`src/ialu_pkg.sv`:
```
`timescale 1ns / 1ps
package ialu_pkg;

    localparam int XLEN = 64;
    localparam int HLEN = 32;
    localparam int QDEPTH = 4;
    localparam int QPTR_W = 2;
    localparam int DIV_STEPS = 64;
    localparam int STEP_W = 7;

    typedef enum logic [4:0] {
        OP_ADD  = 5'd0,  OP_SUB  = 5'd1,  OP_MUL  = 5'd2,  OP_UDIV = 5'd3,
        OP_SDIV = 5'd4,  OP_UREM = 5'd5,  OP_SREM = 5'd6,  OP_SHL  = 5'd7,
        OP_LSHR = 5'd8,  OP_ASHR = 5'd9,  OP_AND  = 5'd10, OP_OR   = 5'd11,
        OP_XOR  = 5'd12, OP_EQ   = 5'd13, OP_NE   = 5'd14, OP_UGT  = 5'd15,
        OP_UGE  = 5'd16, OP_ULT  = 5'd17, OP_ULE  = 5'd18, OP_SGT  = 5'd19,
        OP_SGE  = 5'd20, OP_SLT  = 5'd21, OP_SLE  = 5'd22
    } op_t;

    localparam logic [4:0] OP_LAST = 5'd22;

    // classified transaction passed from front to back
    typedef struct packed {
        logic [4:0]      mode;
        logic            wide;
        logic            bad;
        logic            is_div;
        logic [XLEN-1:0] a;
        logic [XLEN-1:0] b;
    } item_t;

endpackage

```
`src/ialu_front.sv`:
```
`timescale 1ns / 1ps
module ialu_front import ialu_pkg::*; (
    input  logic            aclk,
    input  logic            aresetn,
    input  logic            s_valid,
    output logic            s_ready,
    input  logic [4:0]      s_mode,
    input  logic            s_wide,
    input  logic [XLEN-1:0] s_operand_a,
    input  logic [XLEN-1:0] s_operand_b,
    output logic            q_valid,
    input  logic            q_ready,
    output item_t           q_item
);

    item_t mem_reg [QDEPTH];
    logic [QPTR_W-1:0] wr_reg, wr_next, rd_reg, rd_next;
    logic [QPTR_W:0]   cnt_reg, cnt_next;
    item_t in_item;
    logic push, pop;

    // mask operands to width and classify
    always_comb begin
        in_item.mode   = s_mode;
        in_item.wide   = s_wide;
        in_item.bad    = (s_mode > OP_LAST);
        in_item.is_div = (s_mode == OP_UDIV) || (s_mode == OP_SDIV) ||
                         (s_mode == OP_UREM) || (s_mode == OP_SREM);
        in_item.a = s_wide ? s_operand_a : {{HLEN{1'b0}}, s_operand_a[HLEN-1:0]};
        in_item.b = s_wide ? s_operand_b : {{HLEN{1'b0}}, s_operand_b[HLEN-1:0]};
    end

    assign s_ready = (cnt_reg != (QPTR_W+1)'(QDEPTH));
    assign push    = s_valid && s_ready;
    assign q_valid = (cnt_reg != '0);
    assign pop     = q_valid && q_ready;
    assign q_item  = mem_reg[rd_reg];

    // queue pointers
    always_comb begin
        wr_next  = push ? wr_reg + 1'b1 : wr_reg;
        rd_next  = pop ? rd_reg + 1'b1 : rd_reg;
        cnt_next = cnt_reg + (QPTR_W+1)'(push) - (QPTR_W+1)'(pop);
    end

    always_ff @(posedge aclk) begin
        if (!aresetn) begin
            wr_reg  <= '0;
            rd_reg  <= '0;
            cnt_reg <= '0;
        end else begin
            wr_reg  <= wr_next;
            rd_reg  <= rd_next;
            cnt_reg <= cnt_next;
        end
    end

    // queue storage
    always_ff @(posedge aclk) begin
        if (push) begin
            mem_reg[wr_reg] <= in_item;
        end
    end

endmodule

```
`config.mk`:
```
export PLATFORM = sky130hd
export DESIGN_NAME = ialu_front
export DESIGN_NICKNAME = d
export VERILOG_FILES = /design/src/ialu_pkg.sv /design/src/ialu_front.sv
export SDC_FILE = /design/constraint.sdc
export NUM_CORES = 1
export LEC_CHECK = 0
export BUFFER_PORTS_ARGS = -buffer_cell sky130_fd_sc_hd__buf_2
export CAP_MARGIN = 25
export CORE_MARGIN = 2
export CORE_UTILIZATION = 57
export DETAILED_ROUTE_END_ITERATION = 16
export HOLD_SLACK_MARGIN = 0.06
export PLACE_DENSITY = 0.79
export SYNTH_ARGS = -nofsm -noshare
export SYNTH_HDL_FRONTEND = slang
export SYNTH_SLANG_ARGS = --single-unit
```
`constraint.sdc`:
```
create_clock -name aclk -period 5.15 [get_ports aclk]
set_clock_uncertainty 0.05 [all_clocks]
set_input_delay 0.2575 -clock aclk [delete_from_list [all_inputs] [get_ports aclk]]
set_output_delay 0.2575 -clock aclk [all_outputs]
set_load 0.005 [all_outputs]
```
* After elaboration in Yosys (flattened, before gate mapping)
Memory sizes are Yosys's and may differ from the RTL's. A register that Yosys moved wholly into a read port is not among the register bits.
Cells that the tools add are included.
** Storage, ports and cells
- Memories kept :: 1
- Output and inout port bits :: 138
- ROM bits :: 0
- Word-level logic and storage cells :: 26
- Memory bits (writable) :: 544
- Bits in latches :: 0
- Input port bits :: 138
- Register bits :: 7
** Memories
- mem_reg :: depth 4, bits a word 136, read ports 1, clocked after Yosys merged registers in 1, write ports 1, line ialu_front.sv:16 : item_t mem_reg [QDEPTH];
** Cells by class
- Multiply operators :: 0
- Mux-type cells :: 6
- $add $sub $neg :: 4
- Divide/modulo/power cells :: 0
- Bitwise logic cells :: 0
- Shift-type cells :: 0
- Reduce and logical (&&, ||, !) cells :: 6
- Magnitude comparators :: 1
- Equal/unequal tests :: 5
** Operators by type and width (count)
- two-way mux 64 bit :: 2
- == test 5 x 3 -> 1 bit (second input constant) :: 3
- == test 5 x 2 -> 1 bit (second input constant) :: 1
- greater-than comparator 5 bit (second input constant) :: 1
- adder 2 x 1 -> 2 bit (second input constant) :: 2
- two-way mux 2 bit :: 2
- adder 3 x 1 -> 3 bit :: 1
- logical OR 1 bit :: 3
- inequality test 3 bit (second input constant) :: 1
- nonzero test 3 bit :: 1
- subtractor 3 x 1 -> 3 bit :: 1
- logical AND 1 bit :: 2
- two-way mux 1 bit :: 2

* Depth between registers and ports, before layout
- Word-level depth :: 4
- Mapped depth :: 10
- Depth with buffers taken out :: 10

* Least setup slack after synthesis
Ideal clock, no wire load.
- Path kind :: register -> register
- Start point :: reg cnt_reg[0]
- End point :: mem mem_reg[2][0] (netlist name) (enable)
- Cell stages (with the launch flop) :: 4
- Clock period less this slack :: 4527 ps
- Buffers on the path :: 0
- Setup time :: 511 ps
- Data arrival time :: 3965 ps
- Slack :: 623 ps
- Data required time :: 4589 ps
- Path through :: dfxtp_1 nor2_1 a21boi_1 and2_1
** Between the ends
- Longest elaborated chain between the ends :: 4
** Ends and longest elaborated chain
- from (decl) :: line ialu_front.sv:18 : logic [QPTR_W:0] cnt_reg, cnt_next;
- from (signal assigned) :: line ialu_front.sv:54 : cnt_reg <= cnt_next;
- inequality test 3 bit :: line ialu_front.sv:33 : assign s_ready = (cnt_reg != (QPTR_W+1)'(QDEPTH));
- logical AND 1 bit :: line ialu_front.sv:34 : assign push = s_valid && s_ready;
- two-way mux 1 bit :: line ialu_front.sv:60 : if (push) begin
- two-way mux 1 bit (not written as such) :: line ialu_front.sv:61 : mem_reg[wr_reg] <= in_item;
- to (decl) :: line ialu_front.sv:16
No other way between the ends.

==> flow_metrics.py <==
metrics = {
    "power_and_ir_drop": {
        "ir_worst_vdd_mv": 0.414,
        "power_leakage_nw": 8.68,
        "power_density_nw_per_um2": 462,
    },
    "worst_setup_path": {
        "crit_chain": "buf_12 > mux4_2 > buf_2",
        "end_kind": "output pin",
        "slowest_stage": "dfxtp_4",
        "slowest_delay_ns": 0.99,
        "start_kind": "flip-flop",
        "cp.required_ns": 4.84,
        "worstPathArrival_ns": 2.69,
        "path_max_fanout": 71,
        "critPathKind": "flip-flop to output pin",
    },
    "floorplan": {
        "die_h_um": 194,
        "dieWidth_um": 194,
        "die_area_um2": 37500,
        "core_um2": 35500,
        "io_pins": 276,
        "initial_core_util": 0.578,
        "core.rowCount": 69,
    },
    "placed_design": {
        "dpl.hpwl_um": 22000,
        "dp_cells": 1545,
        "gp_congestion": 0.725,
        "portBuffers": 275,
    },
    "drt": {
        "firstDrtPassIters": 5,
        "ant_nets": 0,
        "wl_per_cell_um": 22.6,
        "vias": 9968,
        "drt-total-wl_um": 40200,
        "first_iter_violations": 772,
        "post-route-drc-count": 0,
        "via_per_inst": 5.61,
    },
    "synth": {
        "syn_area_um2": 20500,
        "ys_warn_count": 0,
        "ys_seq_elements": 553,
        "synth_edf_count": 544,
        "synth_ff_type": "edfxtp_1",
        "synth_area_leaders": "edfxtp_1, mux4_2, and2_1",
        "synth_most_common_cell": "edfxtp_1",
        "async_flop_share": 0,
        "syn_area_per_cell_um2": 24.6,
        "synthDistinctLibCells": 23,
        "yosys.area.top_type": "edfxtp_1",
        "synth_top_cell_area_share": 0.796,
        "syn-num-nets": 980,
        "synthesis.instances": 835,
        "synth_common_cells": "edfxtp_1, mux4_2, and2_1, buf_2, clkbuf_1",
        "seq_area_frac_synth": 0.805,
    },
    "clock_network": {
        "clockBufferDepth": 3,
        "clk_latency_ns": 0.57,
        "path_clk_slew_ns": 0.06,
        "cts_tree": "yes",
        "cts_setup_buffers": 0,
        "htreeDepth": 2,
        "numClockSinks": 553,
        "cts_buffers": 52,
        "cts-root-buf": "clkbuf_16",
    },
    "timing": {
        "slew_headroom": 0.300,
        "worst_slew_pin_slew_ns": 1.05,
        "drv_slew": 0,
        "holdWs_ns": 0.121,
        "fin_setup_tns_ns": 0,
        "fin_crit_sh": 0.581,
        "hold_viol_final": 0,
        "max_freq_ghz": 0.334,
        "min_period_ns": 2.99,
        "rsz0062_at_grt": "no",
        "finalSetupViolCount": 0,
    },
    "global_routing": {
        "grt_use_total": 0.220,
        "grt_pass1_wl_um": 62700,
        "antenna_found_initial": 2,
        "grt_max_degree": 77,
        "gr-total-overflow": 0,
        "grt_pass1_vias": 11000,
    },
    "layout": {
        "multi_input_area_um2": 3770,
        "regArea_um2": 16500,
        "layout.nets": 1417,
        "drive_gt1_frac": 0.381,
        "largest_reg_flops": 544,
        "fin_cells": 1778,
        "fillers": 1995,
        "area_growth_pct": 23.8,
    },
    "run": {
        "maxCapViolCount": 0,
    },
    "run_status": {
        "status": "finished clean",
    },
    "min_path": {
        "min_path_type": "primary input to flip-flop",
    },
}
area by class of cell:
cell class	count	share of cell area
multi-input cells	238	0.148
clock buffers	69	0.0546
clock inverters	28	0.00862
inverters	6	0.000887
well taps	461	0.0227
diodes	2	0.000197
repair buffers	421	0.114
flip-flops and latches	553	0.651
logic make-up after synthesis:
logic type | count (synthesis) | share of synthesized area
muxes | 138 | 0.150
AOI/OAI and AO/OA | 4 | 0.00153
and+or+nand+nor | 84 | 0.0247
xor gates and xnor gates | 5 | 0.00213
DFF | 553 | 0.805
buffers and inverters | 44 | 0.0117
adders and majority gates | 7 | 0.00463
through the flow:
step | setup WS, ns | area [µm²] | util | total power, mW
after floorplan | 0.623 | 20500 | - | 7.25
after global placement | 2.51 | 22400 | 0.633 | 8.12
after detailed placement | 2.49 | 22400 | 0.633 | 8.17
after CTS | 2.09 | 25400 | 0.716 | 11.8
after global routing | 2.03 | 25400 | 0.716 | 12.2
final | 2.16 | 25400 | 0.716 | 11.7
path summary, 6_finish.rpt:
check	startpoint	to	slack [ns]	depth (start not counted)
worst max register to register	cnt_reg[1]	mem_reg[1][67]	2.50	4
worst min-delay path	q_ready	flip-flop	0.12	4
worst max-delay path	flip-flop	q_item[83]	2.16	3
worst min register to register	wr_reg[0]	wr_reg[0]	0.46	2
power by group:
part	switching, mW	internal, mW
Combinational	1.20	1.30
Sequential	0.159	5.47
Clock	1.55	2.05
layer usage:
layer,vias to the layer above,track usage,part of all wire
li1,4387,-,-
met5,-,0,0
met2,354,0.384,0.52
met3,52,0.0590,0.074
met1,5175,0.272,0.38
met4,0,0.0639,0.019
layout by cell type (no fill, tap or decap), types with 2 or more instances in the layout:
cell type,instances
clkinv_4,2
ha_1,6
clkinv_2,12
dfxtp_1,7
clkbuf_1,16
buf_12,7
clkinv_1,9
diode_2,2
mux2i_1,2
mux4_2,136
inv_1,6
dfxtp_4,2
and2_1,68
clkbuf_16,53
dlygate4sd3_1,134
nand2_1,6
bufinv_16,3
inv_6,2
edfxtp_1,544
nor2b_1,3
and2_4,4
xnor2_1,4
buf_4,5
buf_2,275
worst max-delay path, delay by kind of cell (launching register included):
kind     cells  cell delay [ns]
flops        1             0.99
buf+inv      2             0.60
mux          1             0.41
repair_timing:
action,in CTS,in global routing
hold buffers,134,0
gates resized for setup,0,0
endpoints found under the hold margin,545,0
endpoints found under the setup margin,0,0
No activity file was read; power rests on OpenSTA's default activity.
